[src/hdl/motor_command_decoder_assert.svh]
// Assertion macros used by the motor command decoder queue module.
`ifndef MOTOR_COMMAND_DECODER_ASSERT_SVH
`define MOTOR_COMMAND_DECODER_ASSERT_SVH

`define MCD_ASSERT_SAME(label, clk, rst, ante, cons, msg) \
   label: assert property (@(posedge clk) disable iff (rst) (ante) |-> (cons)) \
      else $error(msg);

`define MCD_ASSERT_NEXT(label, clk, rst, ante, cons, msg) \
   label: assert property (@(posedge clk) disable iff (rst) (ante) |=> (cons)) \
      else $error(msg);

`endif

[src/hdl/mcd_pkg.sv]
// Types and constants of the motor command decoder.
package mcd_pkg;

   typedef enum logic [1:0] {
      ACT_ECHO  = 2'd0,
      ACT_STOP  = 2'd1,
      ACT_DRIVE = 2'd2
   } action_type;

   typedef logic signed [12:0] speed_type;
   typedef logic [11:0]        speed_store_type;
   typedef logic [17:0]        ticks_type;
   typedef logic [0:0]         csr_index_type;

   typedef struct packed {
      action_type action;
      speed_type  speed_one;
      speed_type  speed_two;
      ticks_type  run_ticks;
      logic [7:0] echo_byte;
   } entry_type;

   localparam logic [7:0] CMD_SET      = 8'h06;
   localparam logic [7:0] CMD_STOP     = 8'h88;
   localparam logic [7:0] CMD_FORWARD  = 8'h99;
   localparam logic [7:0] CMD_BACKWARD = 8'h03;
   localparam logic [7:0] CMD_RIGHT    = 8'h04;
   localparam logic [7:0] CMD_LEFT     = 8'h05;

   localparam logic [7:0] SEL_FORWARD    = 8'd1;
   localparam logic [7:0] SEL_BACKWARD   = 8'd2;
   localparam logic [7:0] SEL_INNER      = 8'd3;
   localparam logic [7:0] SEL_OUTER      = 8'd4;
   localparam logic [7:0] SEL_OUTER_TIME = 8'd5;
   localparam logic [7:0] SEL_SPIN_TIME  = 8'd6;
   localparam logic [7:0] SEL_STRAIGHT   = 8'd7;

   localparam logic [1:0] LEAD_VEHICLE = 2'd0;
   localparam logic [1:0] LEFT_VEHICLE = 2'd1;

   localparam csr_index_type CSR_VEHICLE_POSITION = 1'b0;
   localparam csr_index_type CSR_PWM_PERIOD       = 1'b1;

   localparam speed_store_type SPEED_RESET         = 12'd100;
   localparam speed_type       BACKWARD_RESET      = -13'sd100;
   localparam ticks_type       TIME_STRAIGHT_RESET = 18'd100000;
   localparam ticks_type       TIME_OUTER_RESET    = 18'd100000;
   localparam ticks_type       TIME_SPIN_RESET     = 18'd20000;
   localparam logic [15:0]     PERIOD_RESET        = 16'd1000;
   localparam logic [9:0]      TIME_SCALE          = 10'd1000;

endpackage

[src/hdl/mcd_if.sv]
// Handshake channel interfaces for command bytes and drive results.
interface mcd_req_if;
   logic       valid;
   logic       ready;
   logic [7:0] rx_byte;

   modport source (output valid, output rx_byte, input ready);
   modport sink (input valid, input rx_byte, output ready);
endinterface

interface mcd_rsp_if;
   logic        valid;
   logic        ready;
   logic [1:0]  action;
   logic [15:0] compare_one;
   logic        reverse_one;
   logic [15:0] compare_two;
   logic        reverse_two;
   logic [17:0] run_ticks;
   logic [7:0]  echo_byte;

   modport source (output valid, output action, output compare_one, output reverse_one,
                   output compare_two, output reverse_two, output run_ticks,
                   output echo_byte, input ready);
   modport sink (input valid, input action, input compare_one, input reverse_one,
                 input compare_two, input reverse_two, input run_ticks,
                 input echo_byte, output ready);
endinterface

[src/hdl/mcd_front.sv]
// Front end: accepts bytes, tracks set commands and stored settings, classifies drives.
module mcd_front (
   input  logic               clock,
   input  logic               reset,
   mcd_req_if.sink            req_if,
   input  logic [1:0]         vehicle_position,
   input  logic               queue_full,
   output logic               push_valid,
   output mcd_pkg::entry_type push_entry
);
   import mcd_pkg::*;

   logic            accept;
   logic [7:0]      rx;
   speed_store_type speed_value;
   ticks_type       time_value;
   speed_type       fwd, inner, outer;

   logic            in_set_ff, in_set_in;
   logic            have_sel_ff, have_sel_in;
   logic [7:0]      selector_ff, selector_in;
   speed_store_type speed_forward_ff, speed_forward_in;
   speed_type       speed_backward_ff, speed_backward_in;
   speed_store_type speed_inner_ff, speed_inner_in;
   speed_store_type speed_outer_ff, speed_outer_in;
   ticks_type       time_outer_ff, time_outer_in;
   ticks_type       time_spin_ff, time_spin_in;
   ticks_type       time_straight_ff, time_straight_in;

   assign rx            = req_if.rx_byte;
   assign req_if.ready  = !queue_full;
   assign accept        = req_if.valid && !queue_full;
   assign speed_value   = {1'b0, rx, 3'b000} + {3'b000, rx, 1'b0};
   assign time_value    = {10'd0, rx} * {8'd0, TIME_SCALE};
   assign fwd           = $signed({1'b0, speed_forward_ff});
   assign inner         = $signed({1'b0, speed_inner_ff});
   assign outer         = $signed({1'b0, speed_outer_ff});

   always_comb begin
      in_set_in         = in_set_ff;
      have_sel_in       = have_sel_ff;
      selector_in       = selector_ff;
      speed_forward_in  = speed_forward_ff;
      speed_backward_in = speed_backward_ff;
      speed_inner_in    = speed_inner_ff;
      speed_outer_in    = speed_outer_ff;
      time_outer_in     = time_outer_ff;
      time_spin_in      = time_spin_ff;
      time_straight_in  = time_straight_ff;
      if (accept) begin
         if (in_set_ff) begin
            if (!have_sel_ff) begin
               selector_in = rx;
               have_sel_in = 1'b1;
            end else begin
               unique case (selector_ff)
                  SEL_FORWARD:    speed_forward_in  = speed_value;
                  SEL_BACKWARD:   speed_backward_in = -$signed({1'b0, speed_value});
                  SEL_INNER:      speed_inner_in    = speed_value;
                  SEL_OUTER:      speed_outer_in    = speed_value;
                  SEL_OUTER_TIME: time_outer_in     = time_value;
                  SEL_SPIN_TIME:  time_spin_in      = time_value;
                  SEL_STRAIGHT:   time_straight_in  = time_value;
                  default: begin
                  end
               endcase
               in_set_in   = 1'b0;
               have_sel_in = 1'b0;
            end
         end else if (rx == CMD_SET) begin
            in_set_in = 1'b1;
         end
      end
   end

   always_comb begin
      push_valid           = accept && !in_set_ff && (rx != CMD_SET);
      push_entry.action    = ACT_ECHO;
      push_entry.speed_one = '0;
      push_entry.speed_two = '0;
      push_entry.run_ticks = '0;
      push_entry.echo_byte = rx;
      unique case (rx)
         CMD_STOP: begin
            push_entry.action = ACT_STOP;
         end
         CMD_FORWARD: begin
            push_entry.action    = ACT_DRIVE;
            push_entry.speed_one = fwd;
            push_entry.speed_two = fwd;
            push_entry.run_ticks = time_straight_ff;
         end
         CMD_BACKWARD: begin
            push_entry.action    = ACT_DRIVE;
            push_entry.speed_one = speed_backward_ff;
            push_entry.speed_two = speed_backward_ff;
            push_entry.run_ticks = time_straight_ff;
         end
         CMD_RIGHT: begin
            push_entry.action = ACT_DRIVE;
            priority if (vehicle_position == LEAD_VEHICLE) begin
               push_entry.speed_one = fwd;
               push_entry.speed_two = speed_backward_ff;
               push_entry.run_ticks = time_spin_ff;
            end else if (vehicle_position == LEFT_VEHICLE) begin
               push_entry.speed_one = inner;
               push_entry.speed_two = outer;
               push_entry.run_ticks = time_outer_ff;
            end else begin
               push_entry.speed_one = -outer;
               push_entry.speed_two = -inner;
               push_entry.run_ticks = time_outer_ff;
            end
         end
         CMD_LEFT: begin
            push_entry.action = ACT_DRIVE;
            priority if (vehicle_position == LEAD_VEHICLE) begin
               push_entry.speed_one = speed_backward_ff;
               push_entry.speed_two = fwd;
               push_entry.run_ticks = time_spin_ff;
            end else if (vehicle_position == LEFT_VEHICLE) begin
               push_entry.speed_one = -inner;
               push_entry.speed_two = -outer;
               push_entry.run_ticks = time_outer_ff;
            end else begin
               push_entry.speed_one = outer;
               push_entry.speed_two = inner;
               push_entry.run_ticks = time_outer_ff;
            end
         end
         default: begin
         end
      endcase
   end

   always_ff @(posedge clock) begin
      if (reset) begin
         in_set_ff         <= 1'b0;
         have_sel_ff       <= 1'b0;
         selector_ff       <= '0;
         speed_forward_ff  <= SPEED_RESET;
         speed_backward_ff <= BACKWARD_RESET;
         speed_inner_ff    <= SPEED_RESET;
         speed_outer_ff    <= SPEED_RESET;
         time_outer_ff     <= TIME_OUTER_RESET;
         time_spin_ff      <= TIME_SPIN_RESET;
         time_straight_ff  <= TIME_STRAIGHT_RESET;
      end else begin
         in_set_ff         <= in_set_in;
         have_sel_ff       <= have_sel_in;
         selector_ff       <= selector_in;
         speed_forward_ff  <= speed_forward_in;
         speed_backward_ff <= speed_backward_in;
         speed_inner_ff    <= speed_inner_in;
         speed_outer_ff    <= speed_outer_in;
         time_outer_ff     <= time_outer_in;
         time_spin_ff      <= time_spin_in;
         time_straight_ff  <= time_straight_in;
      end
   end

endmodule

[src/hdl/mcd_queue.sv]
// Small queue that decouples the decode front end from the drive back end.
`include "motor_command_decoder_assert.svh"

module mcd_queue #(
   parameter int DEPTH = 2
) (
   input  logic               clock,
   input  logic               reset,
   input  logic               push_valid,
   input  mcd_pkg::entry_type push_entry,
   output logic               full,
   output logic               pop_valid,
   input  logic               pop_ready,
   output mcd_pkg::entry_type pop_entry
);
   import mcd_pkg::*;

   localparam int PTR_W = $clog2(DEPTH);
   localparam int CNT_W = $clog2(DEPTH + 1);

   entry_type        store_ff [DEPTH];
   logic [PTR_W-1:0] wr_ptr_ff, wr_ptr_in;
   logic [PTR_W-1:0] rd_ptr_ff, rd_ptr_in;
   logic [CNT_W-1:0] count_ff, count_in;
   logic             pop;

   assign full      = (count_ff == CNT_W'(DEPTH));
   assign pop_valid = (count_ff != '0);
   assign pop       = pop_valid && pop_ready;
   assign pop_entry = store_ff[rd_ptr_ff];

   always_comb begin
      wr_ptr_in = wr_ptr_ff;
      rd_ptr_in = rd_ptr_ff;
      count_in  = count_ff;
      if (push_valid) begin
         wr_ptr_in = (wr_ptr_ff == PTR_W'(DEPTH - 1)) ? '0 : wr_ptr_ff + 1'b1;
      end
      if (pop) begin
         rd_ptr_in = (rd_ptr_ff == PTR_W'(DEPTH - 1)) ? '0 : rd_ptr_ff + 1'b1;
      end
      if (push_valid && !pop) begin
         count_in = count_ff + 1'b1;
      end else if (pop && !push_valid) begin
         count_in = count_ff - 1'b1;
      end
   end

   always_ff @(posedge clock) begin
      if (push_valid) begin
         store_ff[wr_ptr_ff] <= push_entry;
      end
   end

   always_ff @(posedge clock) begin
      if (reset) begin
         wr_ptr_ff <= '0;
         rd_ptr_ff <= '0;
         count_ff  <= '0;
      end else begin
         wr_ptr_ff <= wr_ptr_in;
         rd_ptr_ff <= rd_ptr_in;
         count_ff  <= count_in;
      end
   end

   `MCD_ASSERT_SAME(a_count_bound, clock, reset, 1'b1, count_ff <= CNT_W'(DEPTH), "queue count beyond depth")
   `MCD_ASSERT_SAME(a_no_overflow, clock, reset, push_valid, !full, "push into a full queue")
   `MCD_ASSERT_NEXT(a_count_grows, clock, reset, push_valid && !pop, count_ff == $past(count_ff) + 1'b1, "queue count did not grow")
   `MCD_ASSERT_NEXT(a_count_drops, clock, reset, pop && !push_valid, count_ff == $past(count_ff) - 1'b1, "queue count did not drop")

endmodule

[src/hdl/mcd_back.sv]
// Back end: turns queued drive items into compare values and holds the result register.
module mcd_back (
   input  logic               clock,
   input  logic               reset,
   input  logic [15:0]        pwm_period,
   input  logic               pop_valid,
   output logic               pop_ready,
   input  mcd_pkg::entry_type pop_entry,
   mcd_rsp_if.source          rsp_if
);
   import mcd_pkg::*;

   function automatic logic [16:0] drive_channel(input speed_type speed,
                                                 input logic [15:0] period);
      logic signed [17:0] sum;
      sum = $signed({2'b00, period}) + $signed({{5{speed[12]}}, speed});
      if (speed > 0) begin
         return {1'b0, 3'b000, speed};
      end else if (sum[17]) begin
         return {1'b1, 16'd0};
      end else begin
         return {1'b1, sum[15:0]};
      end
   endfunction

   logic        rsp_valid_ff, rsp_valid_in;
   logic [1:0]  action_ff;
   logic [15:0] compare_one_ff, compare_two_ff;
   logic        reverse_one_ff, reverse_two_ff;
   ticks_type   run_ticks_ff;
   logic [7:0]  echo_byte_ff;
   logic [16:0] chan_one, chan_two;
   logic        load;
   logic        is_drive;

   assign pop_ready = !rsp_valid_ff || rsp_if.ready;
   assign load      = pop_valid && pop_ready;
   assign is_drive  = (pop_entry.action == ACT_DRIVE);
   assign chan_one  = is_drive ? drive_channel(pop_entry.speed_one, pwm_period) : '0;
   assign chan_two  = is_drive ? drive_channel(pop_entry.speed_two, pwm_period) : '0;

   always_comb begin
      rsp_valid_in = rsp_valid_ff;
      if (load) begin
         rsp_valid_in = 1'b1;
      end else if (rsp_if.ready) begin
         rsp_valid_in = 1'b0;
      end
   end

   always_ff @(posedge clock) begin
      if (reset) begin
         rsp_valid_ff <= 1'b0;
      end else begin
         rsp_valid_ff <= rsp_valid_in;
      end
   end

   always_ff @(posedge clock) begin
      if (load) begin
         action_ff      <= pop_entry.action;
         compare_one_ff <= chan_one[15:0];
         reverse_one_ff <= chan_one[16];
         compare_two_ff <= chan_two[15:0];
         reverse_two_ff <= chan_two[16];
         run_ticks_ff   <= pop_entry.run_ticks;
         echo_byte_ff   <= pop_entry.echo_byte;
      end
   end

   assign rsp_if.valid       = rsp_valid_ff;
   assign rsp_if.action      = action_ff;
   assign rsp_if.compare_one = compare_one_ff;
   assign rsp_if.reverse_one = reverse_one_ff;
   assign rsp_if.compare_two = compare_two_ff;
   assign rsp_if.reverse_two = reverse_two_ff;
   assign rsp_if.run_ticks   = run_ticks_ff;
   assign rsp_if.echo_byte   = echo_byte_ff;

endmodule

[src/hdl/motor_command_decoder.sv]
// Motor command decoder: command bytes in, two-channel PWM drive items out.
// Usage:
// Command bytes enter on req_if (valid/ready); one byte is taken at each edge with both high.
// Set-command bytes (the opener, the selector and the value) update stored speeds and run
// durations and give no item on rsp_if. Every other byte gives exactly one item: an echo,
// a stop, or a drive with compare values, direction pins and a run duration.
// The csr port writes the vehicle position and the PWM period; write only while idle.
// An item passes the queue, then the result register: the front end writes the queue at the
// accepting edge and the back end loads the result register when it is empty or being taken.
// Throughput is one byte per cycle; req_if.ready falls only when the queue is full.
// When the receiver holds rsp_if.ready low the result register keeps its item, the queue
// fills, and then req_if.ready goes low until the receiver takes the item.
// Synchronous reset clears the queue and the result register, sets the PWM period to 1000,
// the vehicle position to lead, and restores the default speeds and durations.
module motor_command_decoder #(
   parameter int QUEUE_DEPTH = 2
) (
   input  logic                  clock,
   input  logic                  reset,
   mcd_req_if.sink               req_if,
   mcd_rsp_if.source             rsp_if,
   input  logic                  csr_we,
   input  mcd_pkg::csr_index_type csr_index,
   input  logic [15:0]           csr_wdata
);
   import mcd_pkg::*;

   logic [1:0]  vehicle_position_ff;
   logic [15:0] pwm_period_ff;
   logic        queue_full;
   logic        push_valid;
   entry_type   push_entry;
   logic        pop_valid;
   logic        pop_ready;
   entry_type   pop_entry;

   always_ff @(posedge clock) begin
      if (reset) begin
         vehicle_position_ff <= LEAD_VEHICLE;
         pwm_period_ff       <= PERIOD_RESET;
      end else if (csr_we) begin
         unique case (csr_index)
            CSR_VEHICLE_POSITION: vehicle_position_ff <= csr_wdata[1:0];
            CSR_PWM_PERIOD:       pwm_period_ff       <= csr_wdata;
            default: begin
            end
         endcase
      end
   end

   mcd_front u_front (
      .clock            (clock),
      .reset            (reset),
      .req_if           (req_if),
      .vehicle_position (vehicle_position_ff),
      .queue_full       (queue_full),
      .push_valid       (push_valid),
      .push_entry       (push_entry)
   );

   mcd_queue #(
      .DEPTH (QUEUE_DEPTH)
   ) u_queue (
      .clock      (clock),
      .reset      (reset),
      .push_valid (push_valid),
      .push_entry (push_entry),
      .full       (queue_full),
      .pop_valid  (pop_valid),
      .pop_ready  (pop_ready),
      .pop_entry  (pop_entry)
   );

   mcd_back u_back (
      .clock      (clock),
      .reset      (reset),
      .pwm_period (pwm_period_ff),
      .pop_valid  (pop_valid),
      .pop_ready  (pop_ready),
      .pop_entry  (pop_entry),
      .rsp_if     (rsp_if)
   );

endmodule
[src/flat_wrapper.sv]
// flat-port wrapper written by rule: the top's interface ports become plain ports
module motor_command_decoder_flat import mcd_pkg::*;
#(
   parameter int QUEUE_DEPTH = 2
)
  (clock, reset, csr_we, csr_index, csr_wdata, req_if_valid, req_if_rx_byte, req_if_ready, rsp_if_valid, rsp_if_action, rsp_if_compare_one, rsp_if_reverse_one, rsp_if_compare_two, rsp_if_reverse_two, rsp_if_run_ticks, rsp_if_echo_byte, rsp_if_ready);
  mcd_req_if req_if_i ();
  mcd_rsp_if rsp_if_i ();
  input  logic clock;
  input  logic reset;
  input  logic csr_we;
  input  mcd_pkg::csr_index_type csr_index;
  input  logic [15:0] csr_wdata;
  input wire logic [$bits(req_if_i.valid)-1:0] req_if_valid;
  input wire logic [$bits(req_if_i.rx_byte)-1:0] req_if_rx_byte;
  output wire logic [$bits(req_if_i.ready)-1:0] req_if_ready;
  output wire logic [$bits(rsp_if_i.valid)-1:0] rsp_if_valid;
  output wire logic [$bits(rsp_if_i.action)-1:0] rsp_if_action;
  output wire logic [$bits(rsp_if_i.compare_one)-1:0] rsp_if_compare_one;
  output wire logic [$bits(rsp_if_i.reverse_one)-1:0] rsp_if_reverse_one;
  output wire logic [$bits(rsp_if_i.compare_two)-1:0] rsp_if_compare_two;
  output wire logic [$bits(rsp_if_i.reverse_two)-1:0] rsp_if_reverse_two;
  output wire logic [$bits(rsp_if_i.run_ticks)-1:0] rsp_if_run_ticks;
  output wire logic [$bits(rsp_if_i.echo_byte)-1:0] rsp_if_echo_byte;
  input wire logic [$bits(rsp_if_i.ready)-1:0] rsp_if_ready;
  assign req_if_i.valid = req_if_valid;
  assign req_if_i.rx_byte = req_if_rx_byte;
  assign req_if_ready = req_if_i.ready;
  assign rsp_if_valid = rsp_if_i.valid;
  assign rsp_if_action = rsp_if_i.action;
  assign rsp_if_compare_one = rsp_if_i.compare_one;
  assign rsp_if_reverse_one = rsp_if_i.reverse_one;
  assign rsp_if_compare_two = rsp_if_i.compare_two;
  assign rsp_if_reverse_two = rsp_if_i.reverse_two;
  assign rsp_if_run_ticks = rsp_if_i.run_ticks;
  assign rsp_if_echo_byte = rsp_if_i.echo_byte;
  assign rsp_if_i.ready = rsp_if_ready;
  motor_command_decoder #(.QUEUE_DEPTH(QUEUE_DEPTH)) u_core (.clock(clock), .reset(reset), .req_if(req_if_i), .rsp_if(rsp_if_i), .csr_we(csr_we), .csr_index(csr_index), .csr_wdata(csr_wdata));
endmodule
[config.mk]
export PLATFORM = sky130hd
export DESIGN_NAME = motor_command_decoder_flat
export DESIGN_NICKNAME = d
export VERILOG_FILES = /design/src/hdl/mcd_pkg.sv /design/src/hdl/mcd_if.sv /design/src/hdl/mcd_front.sv /design/src/hdl/mcd_queue.sv /design/src/hdl/mcd_back.sv /design/src/hdl/motor_command_decoder.sv /design/src/flat_wrapper.sv
export VERILOG_INCLUDE_DIRS = /design/src /design/src/hdl
export SDC_FILE = /design/constraint.sdc
export NUM_CORES = 1
export LEC_CHECK = 0
export ABC_AREA = 0
export BUFFER_PORTS_ARGS = -buffer_cell sky130_fd_sc_hd__buf_2
export CAP_MARGIN = 30
export CORE_MARGIN = 4
export CORE_UTILIZATION = 53
export DETAILED_ROUTE_END_ITERATION = 7
export GPL_TIMING_DRIVEN = 0
export PLACE_DENSITY = 0.74
export SYNTH_ARGS = -nofsm -noshare
export SYNTH_HDL_FRONTEND = slang
export SYNTH_SLANG_ARGS = --single-unit
[constraint.sdc]
create_clock -name clock -period 10.2 [get_ports clock]
set_input_delay 2.04 -clock clock [delete_from_list [all_inputs] [get_ports clock]]
set_output_delay 2.04 -clock clock [all_outputs]
set_load 0.01 [all_outputs]
* After elaboration in Yosys (flattened, before gate mapping)
Memory sizes are Yosys's and may differ from the RTL's. A register that Yosys moved wholly into a read port is not among the register bits.
Index checks and enable logic that the tools add are counted.
** Storage, ports and cells
- RAM bits :: 108
- Register bits :: 189
- Bits of input ports :: 30
- Memories kept :: 1
- Output and inout port bits :: 64
- Bits in read-only memories :: 0
- Logic and storage cells :: 114
- Bits in latches :: 0
** Operators by class
- Muxes and demuxes :: 23
- Equal/unequal tests :: 17
- $mul :: 1
- Divide/modulo/power cells :: 0
- $add $sub $neg :: 10
- Bitwise logic cells :: 3
- $lt $le $gt $ge :: 2
- Shift operators :: 0
- Reduce and logical (&&, ||, !) cells :: 32
** Memory list
- u_core.u_queue.store_ff :: depth 2, width 54, rd ports 1, clocked after memory_dff 1, write ports 1, RTL line mcd_queue.sv:21 : entry_type store_ff [DEPTH];
** Operator list (count)
- $mux W44 :: 4
- $pmux W44 S4 :: 1
- $eq A8 B3 Y1 const B :: 7
- $mux W13 :: 4
- $neg A12 Y13 :: 3
- $add A17 B13 Y18 :: 2
- $reduce_and A4 Y1 :: 7
- $gt A13 B1 Y1 const B :: 2
- $eq A8 B2 Y1 const B :: 3
- $eq A8 B8 Y1 const B :: 2
- $mul A8 B7 Y15 const B :: 1
- $add A11 B9 Y12 :: 1
- $mux W1 :: 11
- $eq A8 B1 Y1 const B :: 1
- $ne A8 B3 Y1 const B :: 1
- $logic_and A1 B1 Y1 :: 6
- $reduce_and A2 Y1 :: 3
- $reduce_bool A2 Y1 :: 3
- $reduce_or A3 Y1 :: 2
- $logic_not A1 Y1 :: 5
- $eq A2 B2 Y1 const B :: 2
- $mux W2 :: 2
- $pmux W2 S2 :: 1
- $reduce_or A2 Y1 :: 2
- 9 further kinds :: 12

* Longest topological paths before layout
- Depth after elaboration :: 9
- Gate-level depth with buffers :: 16
- Mapped depth without buffers :: 15

* Modules after synthesis
A second synthesis with hierarchy kept.
** Unflattened totals
- Cells, all modules :: 1611
- Area, all modules :: 16448.3 sq um
** By module, submodules not included
- mcd_front :: cells an instance 1004, area an instance 7692.4 sq um, instances 1, seq. area each 2001.9 sq um
- mcd_queue :: cells an instance 190, area an instance 4105.2 sq um, instances 1, seq. area each 3343.2 sq um
- mcd_back :: cells an instance 344, area an instance 3906.2 sq um, instances 1, seq. area each 1881.8 sq um
- motor_command_decoder :: cells an instance 73, area an instance 744.5 sq um, instances 1, seq. area each 360.3 sq um

* Worst setup path after synthesis
No wires, ideal clock.
- Path kind :: in2reg
- Start :: input req_if_rx_byte[6]
- End :: memory u_core.u_queue.store_ff[0][0] (netlist name) (enable)
- Arrival :: 5.275 ns
- Setup time :: 0.462 ns
- Data required time :: 9.738 ns
- Stages :: 5
- Slack :: 4.463 ns
- Buffers on the path :: 0
- Path through :: inv_1 -> ha_1 -> and3_1 -> a211oi_1 -> nor2b_1
** Between the ends
- Cells in the longest elaborated chain, start to end :: 4
** Ends and longest elaborated chain
- from (decl) :: RTL line flat_wrapper.sv:15 : input wire logic [$bits(req_if_i.rx_byte)-1:0] req_if_rx_byte;
- $ne A8 B3 Y1 :: RTL line mcd_front.sv:77 : push_valid = accept && !in_set_ff && (rx != CMD_SET);
- $logic_and A1 B1 Y1 :: RTL line mcd_front.sv:77
- via u_core.push_valid :: RTL line motor_command_decoder.sv:31 : logic push_valid;
- $mux W1 :: RTL line mcd_queue.sv:50 : if (push_valid) begin
- $mux W1 (implied by the code) :: RTL line mcd_queue.sv:51 : store_ff[wr_ptr_ff] <= push_entry;
- to (decl) :: RTL line mcd_queue.sv:21
The timed path passes the listed nets, and every way through them passes these cells.

* Final worst setup path
- Start :: input req_if_rx_byte[0]
- End :: register u_core.u_front.time_spin_ff[16]
** Between the ends
- Cells in the longest elaborated chain, start to end :: 1
** Ends and longest elaborated chain
- $mul A8 B7 Y15 :: RTL line mcd_front.sv:34 : assign time_value = {10'd0, rx} * {8'd0, TIME_SCALE};
- to (signal assigned) :: RTL line mcd_front.sv:157 : time_spin_ff <= time_spin_in;
- to (decl) :: RTL line mcd_front.sv:27 : ticks_type time_spin_ff, time_spin_in;
Every way passes these cells.
A chain may end at the register's enable or synchronous reset.

==> results_dict.tcl <==
set metrics [dict create \
    slew_headroom 0.294 \
    wl_met1_mm 18.0 \
    wl_met2_mm 18.4 \
    antenna_found_initial 0 \
    n_antenna_cell 0 \
    cp-end-kind "flip-flop" \
    period_needed_ns 6.15 \
    wl_met3_mm 3.30 \
    yosys.area.top_type "edfxtp_1" \
    synthTopCellsByCount "nand2_1 (191), edfxtp_1 (157), a21oi_1 (137)" \
    async_reset_ff_frac 0 \
    viasPerCell 5.90 \
    numClockSinks 281 \
    multi_input_area_sq_um 7650 \
    cts_tree "done" \
    drive_gt1_frac 0.130 \
    worstMarginPinSlew_ns 1.05 \
    critical_path_arrival_ns 6.67 \
    clk_pin_slew_ns 0.06 \
    fin_skew_ns 0.0334 \
    die_y_um 178 \
    place_congestion 1.02 \
    min_path_type "flip-flop to flip-flop" \
    swShare 0.337 \
    cts_buffers 30 \
    cts_setup_buffers 0 \
    cts_hold_buffers 0 \
    crit_type "primary input to flip-flop" \
    seqCellArea_sq_um 7200 \
    p_switching_mw 1.32 \
    power_mw 3.92 \
    path_max_fanout 9 \
    grt_pass1_vias 11400 \
    drc_errors 0 \
    ys_ff_latch 281 \
    ys_seq_area_frac 0.468 \
    cts_resized 0 \
    fillers 2344 \
    pwr-share-clk 0.287 \
    cts_root_buf "clkbuf_16" \
    synth_area_leaders "edfxtp_1 (31%), dfxtp_1 (16%), ha_1 (7.2%), nand2_1 (4.7%), a21oi_1 (4.5%)" \
    combPwrFrac 0.337 \
    required_ns 10.72 \
    max_freq_mhz 162 \
    hold_viol_final 0 \
    cap_viol_max_count 0 \
    ys.flop_type "edfxtp_1" \
    synth_cells 1525 \
    rsz0062_at_grt "no" \
    peakVddDrop_uv 153 \
    grt_start_max_net_pins 49 \
    setup_viol 0 \
    die_w_um 178 \
    power_leakage_nw 6.84 \
    whs_ns 0.457 \
    synth_cell_types 72 \
    wl_per_cell_um 19.9 \
    coreArea_sq_um 28600 \
    syn_area_per_cell_sq_um 10.1 \
    grt_first_pass_wirelength_mm 63.0 \
    status "complete, no violations" \
    seq_power_share 0.376 \
    vias 12200 \
    wirelength_mm 41.1 \
    syn-cell-area_sq_um 15400 \
    slew_viol_final 0 \
    ctsHtreeMaxLevel 1 \
    dpl.hpwl_mm 30.3 \
    drtIter0Drc 1096 \
    synth_top_area_frac 0.307 \
    pwr_density_cell_nw_per_um2 225 \
    dr.pass1.iters 6 \
    clk_latency_ns 0.59 \
    area_growth_pct 13.4 \
    ios 94 \
    antenna_left 0 \
    fin_nets 1795 \
    setup_tns_ns 0 \
    port_buffers 89 \
    start_util 0.537 \
    clk_path_buf_depth 3 \
    highest_layer "met4" \
    final_util 0.608 \
    dieArea_sq_um 31800 \
    synth-edff-count 157 \
    fin_crit_sh 0.603 \
    power.internal_mw 2.60 \
    ys_warn_count 0 \
    rows 62 \
    grt-ovfl-total 0 \
    grt_use_total 0.253 \
    cp-start-kind "primary input" \
    yosysMostFrequentCell "nand2_1" \
]
kinds of logic after synthesis:
family / after synthesis / share of synthesized area
simple gates: 477 / 0.142
compound gates: 364 / 0.151
xor+xnor: 66 / 0.0376
mux: 90 / 0.0634
other cells: 1 / 0.000244
fa+ha+maj: 112 / 0.103
flops: 281 / 0.468
buf+inv: 134 / 0.0345
state kept, by name (all words and copies together) (netlist names), 12 cells and up, named ones only:
register	flops
u_core.u_queue.store_ff	98
u_core.u_front.time_spin_ff	15
u_core.u_front.time_outer_ff	15
u_core.pwm_period_ff	16
u_core.u_front.time_straight_ff	15
u_core.u_front.speed_backward_ff	12
u_core.u_back.rsp_if.run_ticks	15
u_core.u_back.rsp_if.compare_two	16
u_core.u_back.rsp_if.compare_one	16
area by class of cell:
cell class,instances,area share
clock inverters,14,0.00869
plain buffers,80,0.0187
repair buffers,94,0.0297
inverters,54,0.0116
multi-input cells,1112,0.439
flip-flops and latches,281,0.413
clock buffers,42,0.0510
well taps,384,0.0276
power by group through the flow:
stage	clock network (mW)	registers, mW	logic [mW]
final	1.12	1.47	1.32
after global routing	1.18	1.49	1.46
after CTS	1.13	1.47	1.32
after detailed placement	0	1.49	1.31
after global placement	0	1.51	1.26
after floorplan	0	1.55	0.871
per-stage QoR:
stage	instance area (sq um)	cells	setup WS, ns
2_1_floorplan	15400	1527	4.46
3_3_place_gp	16300	2000	2.26
3_5_place_dp	16400	2005	3.54
4_1_cts	17400	2061	4.11
5_1_grt	17400	2061	3.77
6_report	17400	2061	4.05
per-layer routing:
| layer | track usage | vias up |
|---|---|---|
| li1 | - | 5769 |
| met1 | 0.356 | 5810 |
| met4 | 0.0835 | 0 |
| met2 | 0.402 | 484 |
| met3 | 0.0386 | 90 |
| met5 | 0 | - |
layout by cell type (no fill, tap or decap), drive strengths merged, types with 15 or more instances in the layout:
| cell | instances |
|---|---|
| mux2i | 42 |
| o211ai | 26 |
| clkbuf | 104 |
| nor2b | 17 |
| nor4 | 15 |
| xnor2 | 38 |
| nand3 | 27 |
| a211oi | 19 |
| nor3 | 29 |
| mux2 | 48 |
| xor2 | 28 |
| dfxtp | 124 |
| nand2 | 191 |
| o21ai | 69 |
| fa | 24 |
| a21oi | 138 |
| inv | 56 |
| edfxtp | 157 |
| ha | 88 |
| o2bb2ai | 16 |
| nor2 | 134 |
| buf | 112 |
critical path, cell delays in order:
cell and delay [ns]:
buf_2 0.25, clkbuf_1 0.44, inv_1 0.25, ha_1 0.42, ha_1 0.30, inv_1 0.05, fa_1 0.49, inv_1 0.05
fa_1 0.45, ha_1 0.36, a21o_1 0.19, a21oi_1 0.29, o21ai_0 0.19, a2111o_1 0.44, o211ai_1 0.23, nand2_1 0.10
a21oi_1 0.12
final timing paths:
kind | from | to | slack, ns | depth (start not counted)
setup / recovery | req_if_rx_byte[0] | u_core.u_front.time_spin_ff[16] | 4.05 | 17
hold / removal | u_core.u_front.time_spin_ff[16] | u_core.u_front.time_spin_ff[16] | 0.46 | 2
setup reg to reg | flip-flop | u_core.u_back.rsp_if.compare_one[5] | 5.69 | 13
hold reg to reg | u_core.u_front.time_spin_ff[16] | u_core.u_front.time_spin_ff[16] | 0.46 | 2
Note: power is estimated with default switching activity, not from simulation.
